===== src/hw/rtl/ers_pkg.sv =====
package ers_pkg;

  localparam int FLOORS_DEF    = 64;
  localparam int LOAD_BITS_DEF = 16;
  localparam int FLOOR_BITS    = 6;
  localparam int AMOUNT_BITS   = 16;
  localparam int LIMIT_BITS    = 16;
  localparam int MASK_BITS     = 64;
  localparam int CFG_IDX_BITS  = 2;

  typedef enum logic [2:0] {
    ACT_PRESS     = 3'd0,
    ACT_STEP      = 3'd1,
    ACT_EMERGENCY = 3'd2,
    ACT_CLEAR     = 3'd3,
    ACT_ENTER     = 3'd4,
    ACT_LEAVE     = 3'd5
  } action_t;

  typedef enum logic [1:0] {
    DIR_IDLE = 2'd0,
    DIR_UP   = 2'd1,
    DIR_DOWN = 2'd2
  } dir_t;

  typedef enum logic [CFG_IDX_BITS-1:0] {
    REG_LOWEST_FLOOR  = 2'd0,
    REG_HIGHEST_FLOOR = 2'd1,
    REG_SECURED_MASK  = 2'd2,
    REG_LOAD_LIMIT    = 2'd3
  } cfg_reg_t;

  typedef struct packed {
    action_t                action;
    logic [FLOOR_BITS-1:0]  floor;
    logic [AMOUNT_BITS-1:0] amount;
  } item_t;

  typedef struct packed {
    logic                   ok;
    logic [FLOOR_BITS-1:0]  car_floor;
    logic [1:0]             direction_out;
    logic                   door_is_open;
    logic                   emergency_out;
    logic [AMOUNT_BITS-1:0] load_out;
  } result_t;

  typedef struct packed {
    cfg_reg_t             index;
    logic [MASK_BITS-1:0] data;
  } cfg_word_t;

  // write strobe plus word, handed from the top level to the core
  typedef struct packed {
    logic      we;
    cfg_word_t word;
  } cfg_wr_t;

endpackage


===== src/hw/rtl/ers_if.sv =====
interface ers_item_if;
  import ers_pkg::*;
  logic  valid;
  logic  ready;
  item_t item;
  modport source (output valid, output item, input ready);
  modport sink (input valid, input item, output ready);
endinterface

interface ers_result_if;
  import ers_pkg::*;
  logic    valid;
  logic    ready;
  result_t result;
  modport source (output valid, output result, input ready);
  modport sink (input valid, input result, output ready);
endinterface

interface ers_cfg_if;
  import ers_pkg::*;
  logic      valid;
  logic      ready;
  cfg_word_t word;
  modport source (output valid, output word, input ready);
  modport sink (input valid, input word, output ready);
endinterface


===== src/hw/rtl/ers_core.sv =====
module ers_core
  import ers_pkg::*;
#(
  parameter int FLOORS    = FLOORS_DEF,
  parameter int LOAD_BITS = LOAD_BITS_DEF
) (
  input  logic    clk,
  input  logic    rst,
  input  logic    advance,
  input  item_t   item,
  input  cfg_wr_t cfg_wr,
  output result_t result
);

  localparam int SUM_BITS = ((LOAD_BITS > AMOUNT_BITS) ? LOAD_BITS : AMOUNT_BITS) + 1;

  // configuration
  logic [FLOOR_BITS-1:0] lowest_floor;
  logic [FLOOR_BITS-1:0] highest_floor;
  logic [FLOORS-1:0]     secured_mask;
  logic [LIMIT_BITS-1:0] load_limit;

  // car state
  logic [FLOORS-1:0]     up_pending, up_pending_next;
  logic [FLOORS-1:0]     down_pending, down_pending_next;
  logic [FLOOR_BITS-1:0] position, position_next;
  dir_t                  direction, direction_next;
  logic                  door, door_next;
  logic                  emergency_latch, emergency_latch_next;
  logic [LOAD_BITS-1:0]  car_load, car_load_next;
  logic                  ok;

  logic [FLOOR_BITS-1:0] up_head, down_head;
  logic [FLOORS-1:0]     press_bit, up_head_bit, down_head_bit;
  logic                  press_ok;
  logic signed [FLOOR_BITS+1:0] dist_up, dist_down;
  dir_t                  dir_pick;
  logic [SUM_BITS-1:0]   load_sum, load_max;

  // nearest up request is the lowest bit, nearest down request the highest
  always_comb begin
    up_head = '0;
    for (int i = FLOORS - 1; i >= 0; i--) begin
      if (up_pending[i]) up_head = FLOOR_BITS'(i);
    end
  end

  always_comb begin
    down_head = '0;
    for (int i = 0; i < FLOORS; i++) begin
      if (down_pending[i]) down_head = FLOOR_BITS'(i);
    end
  end

  assign press_bit     = FLOORS'(1) << item.floor;
  assign up_head_bit   = FLOORS'(1) << up_head;
  assign down_head_bit = FLOORS'(1) << down_head;

  assign press_ok = ({1'b0, item.floor} < (FLOOR_BITS + 1)'(FLOORS))
                  && (item.floor >= lowest_floor) && (item.floor <= highest_floor)
                  && ((secured_mask & press_bit) == '0)
                  && (((up_pending | down_pending) & press_bit) == '0)
                  && (item.floor != position);

  assign dist_up   = $signed({2'b00, up_head}) - $signed({2'b00, position});
  assign dist_down = $signed({2'b00, position}) - $signed({2'b00, down_head});

  assign load_sum = SUM_BITS'(car_load) + SUM_BITS'(item.amount);
  assign load_max = SUM_BITS'({LOAD_BITS{1'b1}});

  always_comb begin
    up_pending_next      = up_pending;
    down_pending_next    = down_pending;
    position_next        = position;
    direction_next       = direction;
    door_next            = door;
    emergency_latch_next = emergency_latch;
    car_load_next        = car_load;
    ok                   = 1'b1;
    dir_pick             = direction;

    unique case (item.action)
      ACT_PRESS: begin
        ok = press_ok;
        if (press_ok) begin
          if (item.floor > position) up_pending_next = up_pending | press_bit;
          else down_pending_next = down_pending | press_bit;
        end
      end
      ACT_STEP: begin
        priority if (emergency_latch) begin
          direction_next = DIR_IDLE;
          door_next      = 1'b1;
          ok             = 1'b0;
        end else if (SUM_BITS'(car_load) > SUM_BITS'(load_limit)) begin
          door_next = 1'b1;
          ok        = 1'b0;
        end else if (up_pending == '0 && down_pending == '0) begin
          direction_next = DIR_IDLE;
          ok             = 1'b0;
        end else begin
          door_next = 1'b0;
          if (direction != DIR_UP && direction != DIR_DOWN) begin
            if (up_pending != '0 && down_pending != '0) begin
              dir_pick = (dist_up > dist_down) ? DIR_DOWN : DIR_UP;
            end else begin
              dir_pick = (up_pending != '0) ? DIR_UP : DIR_DOWN;
            end
          end
          direction_next = dir_pick;
          if (dir_pick == DIR_UP) begin
            if (up_pending != '0) begin
              position_next   = up_head;
              door_next       = 1'b1;
              up_pending_next = up_pending & ~up_head_bit;
              if ((up_pending & ~up_head_bit) == '0) direction_next = DIR_IDLE;
            end
          end else begin
            if (down_pending != '0) begin
              position_next     = down_head;
              door_next         = 1'b1;
              down_pending_next = down_pending & ~down_head_bit;
              if ((down_pending & ~down_head_bit) == '0) direction_next = DIR_IDLE;
            end
          end
        end
      end
      ACT_EMERGENCY: emergency_latch_next = 1'b1;
      ACT_CLEAR:     emergency_latch_next = 1'b0;
      ACT_ENTER: begin
        car_load_next = (load_sum > load_max) ? {LOAD_BITS{1'b1}} : LOAD_BITS'(load_sum);
      end
      ACT_LEAVE: begin
        car_load_next = (SUM_BITS'(item.amount) >= SUM_BITS'(car_load)) ? '0
                      : car_load - LOAD_BITS'(item.amount);
      end
      default: ;
    endcase
  end

  always_ff @(posedge clk) begin
    if (rst) begin
      lowest_floor    <= '0;
      highest_floor   <= '1;
      secured_mask    <= '0;
      load_limit      <= '1;
      up_pending      <= '0;
      down_pending    <= '0;
      position        <= '0;
      direction       <= DIR_IDLE;
      door            <= 1'b0;
      emergency_latch <= 1'b0;
      car_load        <= '0;
    end else if (cfg_wr.we) begin
      unique case (cfg_wr.word.index)
        REG_LOWEST_FLOOR: begin
          lowest_floor <= cfg_wr.word.data[FLOOR_BITS-1:0];
          position     <= cfg_wr.word.data[FLOOR_BITS-1:0];
        end
        REG_HIGHEST_FLOOR: highest_floor <= cfg_wr.word.data[FLOOR_BITS-1:0];
        REG_SECURED_MASK:  secured_mask  <= cfg_wr.word.data[FLOORS-1:0];
        REG_LOAD_LIMIT:    load_limit    <= cfg_wr.word.data[LIMIT_BITS-1:0];
      endcase
    end else if (advance) begin
      up_pending      <= up_pending_next;
      down_pending    <= down_pending_next;
      position        <= position_next;
      direction       <= direction_next;
      door            <= door_next;
      emergency_latch <= emergency_latch_next;
      car_load        <= car_load_next;
    end
  end

  assign result.ok            = ok;
  assign result.car_floor     = position_next;
  assign result.direction_out = direction_next;
  assign result.door_is_open  = door_next;
  assign result.emergency_out = emergency_latch_next;
  assign result.load_out      = AMOUNT_BITS'(car_load_next);

endmodule


===== src/hw/rtl/elevator_request_scheduler.sv =====
// Single-car elevator scheduler with collective control. Each request word
// (press, step, emergency, clear, enter, leave) gives exactly one response word
// holding the press/step verdict and the car state after the word. A word is
// captured in an input register, evaluated against the car state (priority
// encoders over the up and down request bitmaps) and loaded into the response
// register, so it sustains one word per cycle while the response is taken;
// a stalled response holds the input register, which takes a new word again
// as soon as the response leaves. Configuration writes are always ready and must
// only be issued while no word is in flight; writing the lowest floor also moves
// the car there.
module elevator_request_scheduler
  import ers_pkg::*;
#(
  parameter int FLOORS    = FLOORS_DEF,
  parameter int LOAD_BITS = LOAD_BITS_DEF
) (
  input logic           clk,
  input logic           rst,
  ers_item_if.sink      req,
  ers_result_if.source  rsp,
  ers_cfg_if.sink       cfg
);

  logic    held_valid;
  item_t   held_item;
  logic    rsp_valid;
  result_t rsp_result;
  logic    advance;
  result_t core_result;
  cfg_wr_t cfg_wr;

  assign advance   = held_valid && (!rsp_valid || rsp.ready);
  assign req.ready = !held_valid || advance;
  assign cfg.ready = 1'b1;

  assign cfg_wr.we   = cfg.valid;
  assign cfg_wr.word = cfg.word;

  always_ff @(posedge clk) begin
    if (rst) begin
      held_valid <= 1'b0;
    end else if (req.valid && req.ready) begin
      held_valid <= 1'b1;
    end else if (advance) begin
      held_valid <= 1'b0;
    end
  end

  always_ff @(posedge clk) begin
    if (req.valid && req.ready) held_item <= req.item;
  end

  always_ff @(posedge clk) begin
    if (rst) begin
      rsp_valid <= 1'b0;
    end else if (advance) begin
      rsp_valid <= 1'b1;
    end else if (rsp.ready) begin
      rsp_valid <= 1'b0;
    end
  end

  always_ff @(posedge clk) begin
    if (advance) rsp_result <= core_result;
  end

  assign rsp.valid  = rsp_valid;
  assign rsp.result = rsp_result;

  ers_core #(
    .FLOORS    (FLOORS),
    .LOAD_BITS (LOAD_BITS)
  ) u_core (
    .clk     (clk),
    .rst     (rst),
    .advance (advance),
    .item    (held_item),
    .cfg_wr  (cfg_wr),
    .result  (core_result)
  );

endmodule


===== src/flat_wrapper.sv =====
// flat-port wrapper written by rule: the top's interface ports become plain ports
module elevator_request_scheduler_flat import ers_pkg::*;
#(
  parameter int FLOORS    = FLOORS_DEF,
  parameter int LOAD_BITS = LOAD_BITS_DEF
)
  (clk, rst, req_valid, req_item, req_ready, rsp_valid, rsp_result, rsp_ready, cfg_valid, cfg_word, cfg_ready);
  ers_item_if req_i ();
  ers_result_if rsp_i ();
  ers_cfg_if cfg_i ();
  input logic clk;
  input logic rst;
  input wire logic [$bits(req_i.valid)-1:0] req_valid;
  input wire logic [$bits(req_i.item)-1:0] req_item;
  output wire logic [$bits(req_i.ready)-1:0] req_ready;
  output wire logic [$bits(rsp_i.valid)-1:0] rsp_valid;
  output wire logic [$bits(rsp_i.result)-1:0] rsp_result;
  input wire logic [$bits(rsp_i.ready)-1:0] rsp_ready;
  input wire logic [$bits(cfg_i.valid)-1:0] cfg_valid;
  input wire logic [$bits(cfg_i.word)-1:0] cfg_word;
  output wire logic [$bits(cfg_i.ready)-1:0] cfg_ready;
  assign req_i.valid = req_valid;
  assign req_i.item = req_item;
  assign req_ready = req_i.ready;
  assign rsp_valid = rsp_i.valid;
  assign rsp_result = rsp_i.result;
  assign rsp_i.ready = rsp_ready;
  assign cfg_i.valid = cfg_valid;
  assign cfg_i.word = cfg_word;
  assign cfg_ready = cfg_i.ready;
  elevator_request_scheduler #(.FLOORS(FLOORS), .LOAD_BITS(LOAD_BITS)) u_core (.clk(clk), .rst(rst), .req(req_i), .rsp(rsp_i), .cfg(cfg_i));
endmodule

===== config.mk =====
export PLATFORM = sky130hd
export DESIGN_NAME = elevator_request_scheduler_flat
export DESIGN_NICKNAME = d
export VERILOG_FILES = /design/src/hw/rtl/ers_pkg.sv /design/src/hw/rtl/ers_if.sv /design/src/hw/rtl/ers_core.sv /design/src/hw/rtl/elevator_request_scheduler.sv /design/src/flat_wrapper.sv
export SDC_FILE = /design/constraint.sdc
export NUM_CORES = 1
export LEC_CHECK = 0
export ABC_AREA = 1
export BUFFER_PORTS_ARGS = -buffer_cell sky130_fd_sc_hd__buf_2
export CAP_MARGIN = 30
export CORE_ASPECT_RATIO = 1.25
export CORE_UTILIZATION = 45
export DETAILED_ROUTE_END_ITERATION = 8
export GPL_TIMING_DRIVEN = 1
export PLACE_DENSITY = 0.67
export RECOVER_POWER = 25
export SYNTH_ARGS = -nofsm -noshare
export SYNTH_HDL_FRONTEND = slang
export SYNTH_SLANG_ARGS = --single-unit

===== constraint.sdc =====
create_clock -name clk -period 8.8 [get_ports clk]
set_clock_uncertainty 0.15 [all_clocks]
set_input_delay 0.44 -clock clk [delete_from_list [all_inputs] [get_ports clk]]
set_output_delay 0.44 -clock clk [all_outputs]
set_load 0.02 [all_outputs]

==> flow_summary.toml <==
[sta]
drv_slew = 26
setup_violations = 0
hold_violations = 0
worst_pin_slew_ns = 1.57
rsz0062_at_grt = "false"
slew-limit-headroom_pct = -4.54
finalSetupTns_ns = 0
fin_crit_sh_pct = 91.2
fmax_mhz = 125
fin_crit_ns = 8.02

[power]
p_seq_share_pct = 43.2
p_clk_share_pct = 44.3
p_sw_uw = 936
irDropWorstVdd_uv = 161
p_int_mw = 2.47
p_comb_share_pct = 12.5
swShare_pct = 27.5
power_mw = 3.40
power_density_nw_per_um2 = 153
power.leakage_nw = 9.93

[detailed_routing]
ant_nets = 0
totalWireLength_um = 83800
dr.pass1.iters = 9
drc = 0
vias = 21100
via_per_inst = 5.88
initialDrtViolationCount = 2388
wl_per_cell_um = 23.3

[die]
die_h_um = 231
die_w_um = 185
io_pins = 126
core_um2 = 41100
start_util_pct = 45.7
row_count = 83
fp.dieArea_um2 = 42600

[critical_path]
crit_type = "reg2reg"
max_stage_delay_ns = 0.44
regToRegSetupSlack_ns = 0.78
critPathSlowestCell = "fa_1"
crit_path_end_kind = "flop"
critPathLaunchType = "flop"
crit_arrival_ns = 8.35
cp_max_fo = 26
required_ns = 9.13
cpMostUsedCell = "nand2_1"

[logic_synthesis]
netlist_instances = 2853
netlist.area_leader.share_pct = 26.4
syn_nets = 3038
avgSynthCellArea_um2 = 6.59
dominantRegCellSynth = "dfxtp_1"
synth_async_sr_flop_share_pct = 0
synth_edf_count = 52
ys.warnings.count = 0
syn_area_um2 = 18800
synth_top_cell_by_area = "dfxtp_1"
yosysSeqAreaShare_pct = 34.7
synth_area_leaders = "dfxtp_1, nand2_1, edfxtp_1, inv_1, a21oi_1"
yosys_register_bits = 300
synth.distinct_cells = 54

[place]
gp_congestion = 1.09
portBuffers = 124
hpwl_um = 63600
placedCellCount = 3449

[clock_network]
cts_made_buffers = 37
cts_max_level = 2
ctsRootBufferMaster = "clkbuf_16"
cts_tree = "done"
clk_latency_ns = 0.56
path_clk_slew_ns = 0.06
clock_sinks = 300
ctsLongestPathBuffers = 3

[layout]
stdcell_count = 3595
fin_nets = 3204
fillers = 4076
antennaDiodeCount = 0
syn2layout_area_growth_pct = 17.9
post_route_cells_drive_above_1_share_pct = 8.51

[run]
maxCapViolCount = 1

[grt]
grt_overflow = 0
grt_pass1_vias = 19900
grtUsageTotal_pct = 38.6
antenna_found_initial = 0
grt_pass1_wl_um = 122000
grt_max_degree = 86

[hold_path]
hp-class = "in2reg"

[status]
status = "complete, but fails checks"
violations = "capacitance limit, slew limit"
-- through the flow --
stage               util [%]  setup WS (ns)  hold slack, ns  instance area, um2
floorplan                  -           1.24           0.275               18800
global placement        48.5          0.639           0.288               19900
detailed placement      48.8          0.322           0.296               20100
CTS                     53.4          0.265        0.000237               22000
global route            53.9         0.0120          0.0234               22200
finish                  53.9          0.776          0.0198               22200
-- worst paths after layout --
path	start	endpoint	cells past startpoint
max	u_core.u_core.up_pending[62]	u_core.u_core.up_pending[39]	85
min reg2reg	u_core.u_core.secured_mask[32]	u_core.u_core.secured_mask[32]	2
min	req_valid	u_core.held_valid	3
max reg2reg	u_core.u_core.up_pending[62]	u_core.u_core.up_pending[39]	85
-- power by group through the flow --
stage	clock, mW	sequential (mW)	combinational, mW
after floorplan	0	1.50	0.239
after global placement	0	1.50	0.360
after detailed placement	0	1.50	0.379
after CTS	1.51	1.47	0.407
after global routing	1.57	1.47	0.463
final	1.51	1.47	0.425
-- Yosys cell counts, drive strengths merged, types with 3 or more instances --
| master | number |
|---|---|
| dfxtp | 248 |
| nor3 | 25 |
| a22oi | 4 |
| nor4 | 17 |
| a211oi | 5 |
| nor2 | 349 |
| inv | 363 |
| o31ai | 3 |
| fa | 4 |
| o2111ai | 6 |
| ha | 85 |
| clkbuf | 104 |
| o21bai | 14 |
| clkinv | 7 |
| o21a | 4 |
| a221oi | 56 |
| edfxtp | 52 |
| a2111oi | 7 |
| nand3 | 165 |
| nand4 | 31 |
| xor2 | 27 |
| o21ai | 258 |
| o221ai | 15 |
| and2 | 3 |
| buf | 10 |
| o211ai | 12 |
| nand2 | 692 |
| a31oi | 7 |
| a21oi | 259 |
-- area by class of cell --
class	count	area, um2	area share, %
multi-input combinational	2069	10500	47.5
clock buffer	56	1070	4.82
clock inverter	7	77.6	0.350
timing repair buffer	241	1890	8.52
inverter	370	1390	6.27
sequential	300	6530	29.4
tap	552	691	3.11
-- layer usage --
metal	vias up	track usage, %	routed length (um)
met5	-	0	0
met4	0	27.6	6820
li1	9802	-	-
met2	1122	64.5	39700
met3	285	5.05	6480
met1	9926	45.2	30800
-- timing repair --
action / 4_1_cts / 5_1_grt
endpoints found under the hold margin: 83 / 0
endpoints found under the setup margin: 0 / 129
setup buffers: 0 / 5
resized for setup: 0 / 22
hold buffers: 73 / 0
-- layout by cell type (no fill, tap or decap), types with 4 or more instances in the layout --
| cell type | Yosys | routed |
|---|---|---|
| edfxtp_1 | 52 | 52 |
| fa_1 | 4 | 4 |
| clkinv_1 | 7 | 6 |
| o21bai_1 | 14 | 14 |
| a221oi_1 | 56 | 56 |
| dfxtp_1 | 248 | 248 |
| a22oi_1 | 4 | 4 |
| clkbuf_16 | 0 | 42 |
| buf_4 | 1 | 23 |
| o211ai_1 | 12 | 12 |
| xor2_1 | 27 | 27 |
| nor2_2 | 8 | 10 |
| nand3_1 | 163 | 163 |
| a21oi_1 | 259 | 259 |
| nand2_2 | 7 | 10 |
| nand2_1 | 684 | 680 |
| inv_1 | 357 | 355 |
| buf_2 | 4 | 126 |
| nor4_1 | 17 | 17 |
| buf_12 | 0 | 6 |
| o221ai_1 | 15 | 15 |
| inv_2 | 6 | 8 |
| a2111oi_0 | 7 | 7 |
| nor2_1 | 341 | 335 |
| o2111ai_1 | 6 | 6 |
| ha_1 | 85 | 85 |
| nor3_1 | 25 | 24 |
| nor2_4 | 0 | 4 |
| dlygate4sd3_1 | 0 | 73 |
| o21a_1 | 4 | 4 |
| o21ai_1 | 4 | 6 |
| a31oi_1 | 7 | 6 |
| clkbuf_8 | 0 | 5 |
| nand4_1 | 31 | 31 |
| o21ai_0 | 254 | 252 |
| a211oi_1 | 5 | 4 |
| clkbuf_1 | 103 | 15 |
-- registers in the layout, summed over array words and instances (netlist names), 16 cells and up --
register                    count
u_core.u_core.load_limit       16
u_core.u_core.up_pending       64
u_core.u_core.down_pending     64
u_core.rsp.result              27
u_core.u_core.car_load         16
u_core.u_core.secured_mask     64
u_core.held_item               25
-- logic make-up after synthesis --
family / count (synthesis) / share of synthesized area, %
AOI/OAI and AO/OA: 664 / 20.2
xor gates and xnor gates: 29 / 1.35
adders and majority gates: 89 / 6.08
buffers and inverters: 484 / 9.72
DFF: 300 / 34.7
other: 1 / 0.0199
and+or+nand+nor: 1286 / 28.0
-- critical path, delay by kind of cell (launching register included) --
kind / cells / cell delay (ns)
AO/OA/AOI/OAI: 9 / 1.52
XOR/XNOR: 1 / 0.20
adder cells (fa/ha/maj): 3 / 0.90
buffers and inverters: 5 / 0.69
flip-flops: 1 / 0.36
AND/OR/NAND/NOR: 67 / 4.13
(Power assumes the default switching activity.)
